===== src/rtl/lstc_pkg.sv =====
// Package for the line sensor threshold calibrator.
// Field widths, defaults, opcodes and the per-sensor store entry type.
// No dependencies.
package lstc_pkg;

    localparam int SENSOR_COUNT_DEF = 8;
    localparam int SWEEPS_DEF       = 128;
    localparam int SAMPLE_MAX_DEF   = 1023;

    localparam int IDX_W = 3;
    localparam int SMP_W = 10;
    localparam int VAL_W = 16;
    localparam int SUM_W = 16;
    localparam int CNT_W = 7;

    localparam logic [CNT_W-1:0] COUNT_LIMIT = 7'd127;

    localparam int IN_TDATA_W  = 16;
    localparam int OUT_TDATA_W = 40;

    localparam logic OP_CLEAR  = 1'b0;
    localparam logic OP_SAMPLE = 1'b1;

    typedef struct packed {
        logic [VAL_W-1:0] thr;
        logic [VAL_W-1:0] min_v;
        logic [VAL_W-1:0] max_v;
        logic [SUM_W-1:0] wsum;
        logic [SUM_W-1:0] bsum;
        logic [CNT_W-1:0] wcnt;
        logic [CNT_W-1:0] bcnt;
    } t_entry;

endpackage


===== src/rtl/line_sensor_threshold_calibrator.sv =====
// Top level of the line sensor threshold calibrator.
// Sequencer and update logic around lstc_mem and two lstc_div units; uses lstc_pkg.
//
//  channel   dir  tdata                                      tuser       tlast
//  s_axis    in   [2:0] index, [12:3] sample                 opcode      end of sweep
//  m_axis    out  [2:0] sensor, [12:3] thr, [22:13] lo,      calibrated  -
//                 [32:23] hi
//
// An item passes through accept, state memory read, and write back with result load.
// A sample in the last calibration sweep also passes through the divide step for the mean dividers.
// Reset and the clear opcode invalidate every memory entry by clearing all valid bits.
// A stalled output holds the block in write back; one item is in flight at a time.
module line_sensor_threshold_calibrator
    import lstc_pkg::*;
#(
    parameter int SENSOR_COUNT = SENSOR_COUNT_DEF,
    parameter int SWEEPS       = SWEEPS_DEF,
    parameter int SAMPLE_MAX   = SAMPLE_MAX_DEF
) (
    input  logic                   i_clk,
    input  logic                   i_rst_n,
    input  logic                   s_axis_tvalid,
    output logic                   s_axis_tready,
    input  logic [IN_TDATA_W-1:0]  s_axis_tdata,   // sensor_index, sample
    input  logic                   s_axis_tuser,   // opcode
    input  logic                   s_axis_tlast,
    output logic                   m_axis_tvalid,
    input  logic                   m_axis_tready,
    output logic [OUT_TDATA_W-1:0] m_axis_tdata,   // sensor_number, threshold, lowest, highest
    output logic                   m_axis_tuser    // calibrated
);

    localparam int AW = $clog2(SENSOR_COUNT);
    localparam int SW = $clog2(SWEEPS + 1);

    localparam logic [1:0] ST_IDLE  = 2'd0;
    localparam logic [1:0] ST_READ  = 2'd1;
    localparam logic [1:0] ST_DIV   = 2'd2;
    localparam logic [1:0] ST_WRITE = 2'd3;

    logic [1:0]       r_state, n_state;
    logic             r_op;
    logic [IDX_W-1:0] r_idx;
    logic [VAL_W-1:0] r_v;
    logic             r_eos;
    logic             r_in_range;
    logic [SW-1:0]    r_sweep, n_sweep;
    t_entry           r_ent;

    logic             r_out_valid;
    logic [IDX_W-1:0] r_out_idx;
    logic [SMP_W-1:0] r_out_thr;
    logic [SMP_W-1:0] r_out_lo;
    logic [SMP_W-1:0] r_out_hi;
    logic             r_out_cal;

    logic             accept;
    logic [IDX_W-1:0] in_idx;
    logic [SMP_W-1:0] in_smp;
    logic             in_range;
    logic             rd_en;
    t_entry           rd_data;
    logic             rd_hit;
    logic             wr_en;
    logic             mem_clear;
    logic             out_free;

    t_entry           ent, upd;
    logic [VAL_W:0]   mid;
    logic             is_half, is_accum, is_final;
    logic [SUM_W:0]   wsum_n, bsum_n;
    logic             div_start;
    logic             wdone, bdone;
    logic [SUM_W-1:0] wq, bq;
    logic [VAL_W:0]   mean_sum;

    assign in_idx   = s_axis_tdata[IDX_W-1:0];
    assign in_smp   = s_axis_tdata[IDX_W+SMP_W-1:IDX_W];
    assign in_range = (32'(in_idx) < SENSOR_COUNT);
    assign accept   = s_axis_tvalid && s_axis_tready;
    assign rd_en    = accept && (s_axis_tuser == OP_SAMPLE) && in_range;
    assign out_free = !r_out_valid || m_axis_tready;
    assign s_axis_tready = (r_state == ST_IDLE);

    lstc_mem #(
        .DEPTH (SENSOR_COUNT),
        .AW    (AW)
    ) u_mem (
        .i_clk     (i_clk),
        .i_rst_n   (i_rst_n),
        .i_clear   (mem_clear),
        .i_rd_en   (rd_en),
        .i_rd_addr (AW'(in_idx)),
        .o_rd_data (rd_data),
        .o_rd_hit  (rd_hit),
        .i_wr_en   (wr_en),
        .i_wr_addr (AW'(r_idx)),
        .i_wr_data (r_ent)
    );

    // read-modify of one entry; the memory word arrives in ST_READ
    always_comb begin
        ent = rd_data;
        if (!rd_hit) begin
            ent       = '0;
            ent.min_v = VAL_W'(SAMPLE_MAX);
        end
        is_half  = (r_sweep == SW'(SWEEPS / 2));
        is_accum = (r_sweep > SW'(SWEEPS / 2)) && (r_sweep < SW'(SWEEPS));
        is_final = (r_sweep == SW'(SWEEPS - 1));
        mid      = {1'b0, ent.max_v} + {1'b0, ent.min_v};
        upd      = ent;
        if (is_half) begin
            upd.thr = mid[VAL_W:1];
        end
        wsum_n = {1'b0, ent.wsum} + {1'b0, r_v};
        bsum_n = {1'b0, ent.bsum} + {1'b0, r_v};
        if (is_accum && (r_v < upd.thr) && (ent.wcnt < COUNT_LIMIT) && !wsum_n[SUM_W]) begin
            upd.wsum = wsum_n[SUM_W-1:0];
            upd.wcnt = ent.wcnt + 1'b1;
        end
        if (is_accum && (r_v > upd.thr) && (ent.bcnt < COUNT_LIMIT) && !bsum_n[SUM_W]) begin
            upd.bsum = bsum_n[SUM_W-1:0];
            upd.bcnt = ent.bcnt + 1'b1;
        end
        if (r_v > ent.max_v) begin
            upd.max_v = r_v;
        end
        if (r_v < ent.min_v) begin
            upd.min_v = r_v;
        end
    end

    assign div_start = (r_state == ST_READ) && (r_op == OP_SAMPLE) && r_in_range && is_final;

    lstc_div u_div_white (
        .i_clk      (i_clk),
        .i_rst_n    (i_rst_n),
        .i_start    (div_start),
        .i_dividend (upd.wsum),
        .i_divisor  (upd.wcnt),
        .o_done     (wdone),
        .o_quotient (wq)
    );

    lstc_div u_div_black (
        .i_clk      (i_clk),
        .i_rst_n    (i_rst_n),
        .i_start    (div_start),
        .i_dividend (upd.bsum),
        .i_divisor  (upd.bcnt),
        .o_done     (bdone),
        .o_quotient (bq)
    );

    assign mean_sum = {1'b0, wq} + {1'b0, bq};

    always_comb begin
        n_state = r_state;
        case (r_state)
            ST_IDLE: begin
                if (accept) begin
                    n_state = ST_READ;
                end
            end
            ST_READ: begin
                n_state = div_start ? ST_DIV : ST_WRITE;
            end
            ST_DIV: begin
                if (wdone && bdone) begin
                    n_state = ST_WRITE;
                end
            end
            ST_WRITE: begin
                if (out_free) begin
                    n_state = ST_IDLE;
                end
            end
            default: begin
                n_state = ST_IDLE;
            end
        endcase
    end

    assign wr_en     = (r_state == ST_WRITE) && out_free && (r_op == OP_SAMPLE) && r_in_range;
    assign mem_clear = (r_state == ST_WRITE) && out_free && (r_op == OP_CLEAR);

    always_comb begin
        n_sweep = r_sweep;
        if (r_op == OP_CLEAR) begin
            n_sweep = '0;
        end else if (r_eos && (r_sweep < SW'(SWEEPS))) begin
            n_sweep = r_sweep + 1'b1;
        end
    end

    always_ff @(posedge i_clk) begin
        if (!i_rst_n) begin
            r_state     <= ST_IDLE;
            r_sweep     <= '0;
            r_out_valid <= 1'b0;
        end else begin
            r_state <= n_state;
            if ((r_state == ST_WRITE) && out_free) begin
                r_sweep     <= n_sweep;
                r_out_valid <= 1'b1;
            end else if (m_axis_tready) begin
                r_out_valid <= 1'b0;
            end
        end
    end

    always_ff @(posedge i_clk) begin
        if (accept) begin
            r_op       <= s_axis_tuser;
            r_idx      <= in_idx;
            r_eos      <= s_axis_tlast;
            r_in_range <= in_range;
            if (32'(in_smp) > SAMPLE_MAX) begin
                r_v <= VAL_W'(SAMPLE_MAX);
            end else begin
                r_v <= VAL_W'(in_smp);
            end
        end
        if (r_state == ST_READ) begin
            r_ent <= upd;
        end
        if ((r_state == ST_DIV) && wdone) begin
            r_ent.thr <= mean_sum[VAL_W:1];
        end
        if ((r_state == ST_WRITE) && out_free) begin
            r_out_cal <= (n_sweep >= SW'(SWEEPS));
            if (r_op == OP_CLEAR) begin
                r_out_idx <= '0;
                r_out_thr <= '0;
                r_out_lo  <= SMP_W'(SAMPLE_MAX);
                r_out_hi  <= '0;
            end else if (r_in_range) begin
                r_out_idx <= r_idx;
                r_out_thr <= r_ent.thr[SMP_W-1:0];
                r_out_lo  <= r_ent.min_v[SMP_W-1:0];
                r_out_hi  <= r_ent.max_v[SMP_W-1:0];
            end else begin
                r_out_idx <= r_idx;
                r_out_thr <= '0;
                r_out_lo  <= '0;
                r_out_hi  <= '0;
            end
        end
    end

    assign m_axis_tvalid = r_out_valid;
    assign m_axis_tuser  = r_out_cal;
    assign m_axis_tdata  = {
        (OUT_TDATA_W - IDX_W - 3 * SMP_W)'(0), r_out_hi, r_out_lo, r_out_thr, r_out_idx
    };

    a_div_only_from_read: assert property (@(posedge i_clk) disable iff (!i_rst_n)
        div_start |=> (r_state == ST_DIV))
        else $error("divider started outside the read step");

    a_no_write_on_clear: assert property (@(posedge i_clk) disable iff (!i_rst_n)
        wr_en |-> (r_op == OP_SAMPLE) && !mem_clear)
        else $error("memory write during a clear transaction");

    a_sweep_saturates: assert property (@(posedge i_clk) disable iff (!i_rst_n)
        r_sweep <= SW'(SWEEPS))
        else $error("sweep count past its limit");

    a_result_from_write: assert property (@(posedge i_clk) disable iff (!i_rst_n)
        $rose(m_axis_tvalid) |-> ($past(r_state) == ST_WRITE))
        else $error("result loaded outside write back");

    a_cal_matches_sweep: assert property (@(posedge i_clk) disable iff (!i_rst_n)
        (r_state == ST_IDLE) && m_axis_tvalid |-> (m_axis_tuser == (r_sweep >= SW'(SWEEPS))))
        else $error("calibrated flag disagrees with sweep count");

endmodule


===== src/rtl/lstc_div.sv =====
// Restoring divider, one quotient bit per cycle, for the class means.
// A zero divisor gives a quotient of zero. Depends on lstc_pkg.
module lstc_div
    import lstc_pkg::*;
(
    input  logic             i_clk,
    input  logic             i_rst_n,
    input  logic             i_start,
    input  logic [SUM_W-1:0] i_dividend,
    input  logic [CNT_W-1:0] i_divisor,
    output logic             o_done,
    output logic [SUM_W-1:0] o_quotient
);

    localparam int CW = $clog2(SUM_W + 1);

    logic [CW-1:0]    r_cnt;
    logic             r_busy;
    logic             r_done;
    logic             r_zero;
    logic [CNT_W-1:0] r_dvs;
    logic [CNT_W-1:0] r_rem;
    logic [SUM_W-1:0] r_q;
    logic [CNT_W:0]   sh;
    logic             fits;

    assign sh   = {r_rem, r_q[SUM_W-1]};
    assign fits = (sh >= {1'b0, r_dvs});

    always_ff @(posedge i_clk) begin
        if (!i_rst_n) begin
            r_busy <= 1'b0;
            r_done <= 1'b0;
            r_cnt  <= '0;
        end else begin
            r_done <= 1'b0;
            if (i_start) begin
                r_busy <= 1'b1;
                r_cnt  <= CW'(SUM_W);
            end else if (r_busy) begin
                r_cnt <= r_cnt - 1'b1;
                if (r_cnt == CW'(1)) begin
                    r_busy <= 1'b0;
                    r_done <= 1'b1;
                end
            end
        end
    end

    always_ff @(posedge i_clk) begin
        if (i_start) begin
            r_q    <= i_dividend;
            r_rem  <= '0;
            r_dvs  <= i_divisor;
            r_zero <= (i_divisor == '0);
        end else if (r_busy) begin
            if (fits) begin
                r_rem <= CNT_W'(sh - {1'b0, r_dvs});
                r_q   <= {r_q[SUM_W-2:0], 1'b1};
            end else begin
                r_rem <= sh[CNT_W-1:0];
                r_q   <= {r_q[SUM_W-2:0], 1'b0};
            end
        end
    end

    assign o_done     = r_done;
    assign o_quotient = r_zero ? '0 : r_q;

endmodule


===== src/rtl/lstc_mem.sv =====
// Per-sensor state memory: one entry per sensor, registered read port,
// one write port, and valid bits so a clear invalidates all entries together. Uses lstc_pkg.
module lstc_mem
    import lstc_pkg::*;
#(
    parameter int DEPTH = SENSOR_COUNT_DEF,
    parameter int AW    = $clog2(SENSOR_COUNT_DEF)
) (
    input  logic          i_clk,
    input  logic          i_rst_n,
    input  logic          i_clear,
    input  logic          i_rd_en,
    input  logic [AW-1:0] i_rd_addr,
    output t_entry        o_rd_data,
    output logic          o_rd_hit,
    input  logic          i_wr_en,
    input  logic [AW-1:0] i_wr_addr,
    input  t_entry        i_wr_data
);

    t_entry           mem [DEPTH];
    logic [DEPTH-1:0] r_valid;
    t_entry           r_rd_data;
    logic             r_rd_hit;

    always_ff @(posedge i_clk) begin
        if (i_wr_en) begin
            mem[i_wr_addr] <= i_wr_data;
        end
        if (i_rd_en) begin
            r_rd_data <= mem[i_rd_addr];
        end
    end

    always_ff @(posedge i_clk) begin
        if (!i_rst_n) begin
            r_valid  <= '0;
            r_rd_hit <= 1'b0;
        end else begin
            if (i_clear) begin
                r_valid <= '0;
            end else if (i_wr_en) begin
                r_valid[i_wr_addr] <= 1'b1;
            end
            if (i_rd_en) begin
                r_rd_hit <= r_valid[i_rd_addr];
            end
        end
    end

    assign o_rd_data = r_rd_data;
    assign o_rd_hit  = r_rd_hit;

endmodule


===== config.mk =====
export PLATFORM = sky130hd
export DESIGN_NAME = line_sensor_threshold_calibrator
export DESIGN_NICKNAME = d
export VERILOG_FILES = /design/src/rtl/lstc_pkg.sv /design/src/rtl/line_sensor_threshold_calibrator.sv /design/src/rtl/lstc_div.sv /design/src/rtl/lstc_mem.sv
export SDC_FILE = /design/constraint.sdc
export NUM_CORES = 1
export LEC_CHECK = 0
export BUFFER_PORTS_ARGS = -buffer_cell sky130_fd_sc_hd__buf_4
export CAP_MARGIN = 20
export CORE_UTILIZATION = 57
export DETAILED_ROUTE_END_ITERATION = 10
export PLACE_DENSITY = 0.72
export REMOVE_ABC_BUFFERS = 1
export SLEW_MARGIN = 5
export SYNTH_ARGS = -nofsm -noshare
export SYNTH_HDL_FRONTEND = slang
export SYNTH_SLANG_ARGS = --single-unit
export TNS_END_PERCENT = 50

===== constraint.sdc =====
create_clock -name i_clk -period 9.05 [get_ports i_clk]
set_input_delay 0 -clock i_clk [delete_from_list [all_inputs] [get_ports i_clk]]
set_output_delay 0 -clock i_clk [all_outputs]
set_load 0.05 [all_outputs]

==> results.txt <==
----------------------------------------------------
[Clock tree]
  Number of CTS-inserted buffers ... 105
  Insertion delay to the later sink of the worst-skew pair ... 0.68 ns
  Clock-pin slew of the registers on the worst-case setup and hold paths ... 0.07 ns
  CTS max path bufs ... 3
  CTS tree ... done
  Total number of H-tree levels ... 3
  CTS sink cnt ... 1,085
  Clock tree root buffer cell ... clkbuf_16

[Timing]
  Setup TNS after final layout ... 0 ns
  Fin worst setup slack ... 2.77 ns
  Number of hold violations in the final report ... 0
  Transition time at the pin with the least slew margin ... 1.06 ns
  Number of pins with negative max-slew slack in the final report ... 0
  Final setup violation count ... 0
  Worst slew margin relative to its limit ... 29.1%
  Unrepaired setup endpoints after global routing ... false
  Final worst-path cycle share ... between 60 and 70%
  Highest achievable clock rate ... 159 MHz
  Final Critical Period ... 6.28 ns
  Clock Skews ... between 0.04 and 0.05 ns

[Synthesis]
  Post-synthesis async set-or-reset flop share ... 0%
  Mean area per synthesized cell ... 17.7 µm²
  Largest cells by area after synthesis ... edfxtp_1 (69%), mux4_2 (9.5%), mux2_2 (3.5%)
  Synth Register Bits ... approximately 1,100
  Dominant combinational cell family by area after synthesis ... multiplexers
  Number of flops mapped to enable cells by yosys ... 1,037
  Mapped cell area ... 45,200 µm²
  Synthesized instance count ... 2,550
  Area fraction in and, or, nand and nor cells after synthesis ... 5.70%
  Number of unique standard cell types used by synthesis ... 71
  Post-synthesis xor/xnor area fraction ... about 1.6%
  Synth Area in Adders ... 3.14%
  Top FF cell, synth ... edfxtp_1
  Cell taking the most area after synthesis ... edfxtp_1
  Synthesis warning total ... 0
  Part of the Yosys area used for sequential elements ... around 70%
  Multiplexer area fraction after synthesis ... 13.4%
  Fraction of post-synthesis cell area in the top cell type by area ... 68.8%
  Compound-gate portion of the synthesized area ... under 10%

[Floorplan]
  Floorplan die height ... 284 µm
  Area of the die ... 80,500 µm²
  Starting utilization of the core area ... 58.0%
  Core Box Area ... 78,000 µm²
  Placement Rows ... around 100
  Count of pins on the block boundary ... 65
  Die Wd ... 284 µm

[Worst setup path]
  Sort of element at the start of the critical path ... flip-flop
  Largest driver fanout on the critical path ... 54
  Kind of cell with the highest combined delay on the critical path ... compound AO/OA/AOI/OAI gates
  Cells traversed along the worst timing path ... nand2b_1, fa_1, inv_1, o2111ai_1, a221o_1, a21o_1, a21oi_1, xor2_1, nor2_1, a31oi_1, ha_1, nand4_1, or3_1, nand4_1, a41oi_1, o21ai_0, nor4_4, buf_4, mux2_2, mux2_2
  Crit path buf inv count ... 2
  Arrival time worst endpoint ... 6.70 ns
  Path type of the worst setup path ... flip-flop to flip-flop
  Kind of end point of the critical path ... flip-flop
  Library cell contributing the largest single delay on the critical path ... dfxtp_4
  Crit path largest cell delay ... 0.69 ns
  Data required time at the worst endpoint ... between 9 and 10 ns

[Detailed routing]
  Routed WL per cell ... 25.9 µm
  ANT nets after route ... 0
  Total Routed Length ... 98.4 mm
  Iteration-0 DRC Markers ... 2,208
  DR vias ... 23,300
  Total DRC errors in the routed layout ... 0
  Number of vias per cell ... a little over 6
  Initial DRT Pass Iterations ... 7

[Placement]
  Sum of net half-perimeters after detailed placement ... 55.4 mm
  Final estimated routing congestion in global placement ... 0.897
  Worst setup slack after placement ... 2.92 ns
  I/O Buffers ... between 50 and 60

[Pwr]
  Worst ir drop on vdd ... 175 µV
  Total design power ... ~12 mW
  Pwr dens ... 239 nW/µm²
  Leakage Power ... 16.9 nW

[Cells and area]
  Final-stage net count ... approximately 2,800
  Signed area change from the synthesized netlist to the final layout ... 11.6%
  Share of final-layout standard cells stronger than drive strength 1 ... 21.7%
  # diodes ... 0

[GRT]
  Initial antenna violation count ... 0
  Overall global routing resource usage ... 24.8%
  Vias in the first global route ... 24,400
  Total grt overflow ... 0
  Wire length of the first global-routing pass ... ~150 mm
  Pin count of the biggest net entering global routing ... 96

[Outcome]
  Status ... complete, no violations

[Flow run]
  # Max-Cap Violations ... 0

[Hold path]
  Hold Path Class ... input port to flip-flop

----------------------------------------------------
## worst reg2reg max path: stages, from the launching register on
cell,delay (ns)
dfxtp_4,0.69
nand2b_1,0.27
fa_1,0.48
inv_1,0.10
o2111ai_1,0.17
a221o_1,0.42
a21o_1,0.21
a21oi_1,0.16
xor2_1,0.18
nor2_1,0.07
a31oi_1,0.23
ha_1,0.29
nand4_1,0.09
or3_1,0.24
nand4_1,0.25
a41oi_1,0.58
o21ai_0,0.31
nor4_4,0.20
buf_4,0.41
mux2_2,0.42
mux2_2,0.26
## timing repair
item | 4_1_cts | 5_1_grt
resized for setup | 0 | 0
hold endpoints to repair | 32 | 0
buffers inserted | 0 | 0
hold buffers | 16 | 0
## logic make-up (layout without fill, tap and decap cells)
kind of cell,after synthesis,count (layout)
AOI/OAI and AO/OA,245,245
DFF,1085,1085
muxes,352,352
other,1,13
buffers and inverters,174,369
xor gates and xnor gates,82,82
adders and majority gates,110,110
and+or+nand+nor,501,501
## cells in the mapped netlist, types with 20 or more instances
library cell / instances
nor2_1: 99
mux2_2: 141
and2_1: 71
a21oi_1: 53
dfxtp_1: 48
inv_1: 65
a21o_1: 20
o21a_1: 21
nor2b_1: 44
nand2_1: 122
mux4_2: 190
edfxtp_1: 1037
ha_1: 104
nand3_1: 30
nand2b_1: 41
nand4_1: 24
mux2i_1: 20
o21ai_0: 41
clkbuf_1: 80
xnor2_1: 48
xor2_1: 33
nor3_1: 22
## cell type report
class / instances / area (µm²)
Clock inverter: 60 / 543
Clock buffer: 136 / 2830
Timing Repair Buffer: 108 / 915
Sequential cell: 1085 / 32100
Multi-Input combinational cell: 1303 / 12600
Tap cell: 1040 / 1300
Fill cell: 5254 / 27500
Inverter: 65 / 244
## flip-flops by register name, summed over array words and instances (netlist names), 8 cells and up
signal / count
r_ent: 94
r_out_hi: 10
u_div_white.r_q: 16
u_mem.o_rd_data: 94
r_out_thr: 10
u_mem.r_valid: 8
r_v: 10
r_sweep: 8
r_out_lo: 10
u_mem.mem: 752
u_div_black.r_q: 16
## power breakdown
group	switching, mW	leakage (nW)	internal, mW
clock network	1.84	1.65	2.41
registers	0.403	9.83	6.19
logic	0.787	5.47	0.438
## per-layer routing
layer | up-vias | routed length, µm | GRT usage [%] | part of all wire (%)
li1 | 10300 | - | - | -
met1 | 12200 | 40900 | 33.3 | 42
met2 | 697 | 49400 | 42.1 | 50
met3 | 170 | 5030 | 3.44 | 5.1
met4 | 0 | 3010 | 8.38 | 3.1
met5 | - | 0 | 0 | 0
## placed cells by master, fill, tap and decap left out, drive strengths merged, types with 55 or more instances in the layout
cell type,n
clkbuf,137
and2,71
nand2,122
nor2,100
a21oi,55
buf,91
ha,104
edfxtp,1037
mux4,190
mux2,142
inv,68
## metrics by stage
step / area, µm² / hold slack, ns / instances / util, %
4_1_cts: 50500 / 0.0199 / 3796 / 64.7
5_1_grt: 50500 / 0.0365 / 3797 / 64.7
3_3_place_gp: 46900 / 0.181 / 3583 / 60.2
6_report: 50500 / 0.0610 / 3797 / 64.7
2_1_floorplan: 44800 / 0.0989 / 2453 / -
3_5_place_dp: 47000 / 0.179 / 3584 / 60.2
## path summary, 6_finish.rpt
path / to / slack [ns] / depth (start not counted) / startpoint
max: u_div_black.r_q[9] / 2.77 / 20 / u_mem.o_rd_hit
min: r_v[3] / 0.06 / 2 / s_axis_tdata[6]
min reg2reg: u_mem.r_valid[2] / 0.47 / 2 / u_mem.r_valid[2]
max reg2reg: u_div_black.r_q[9] / 2.77 / 20 / u_mem.o_rd_hit
Note: power is estimated with default switching activity, not from simulation.
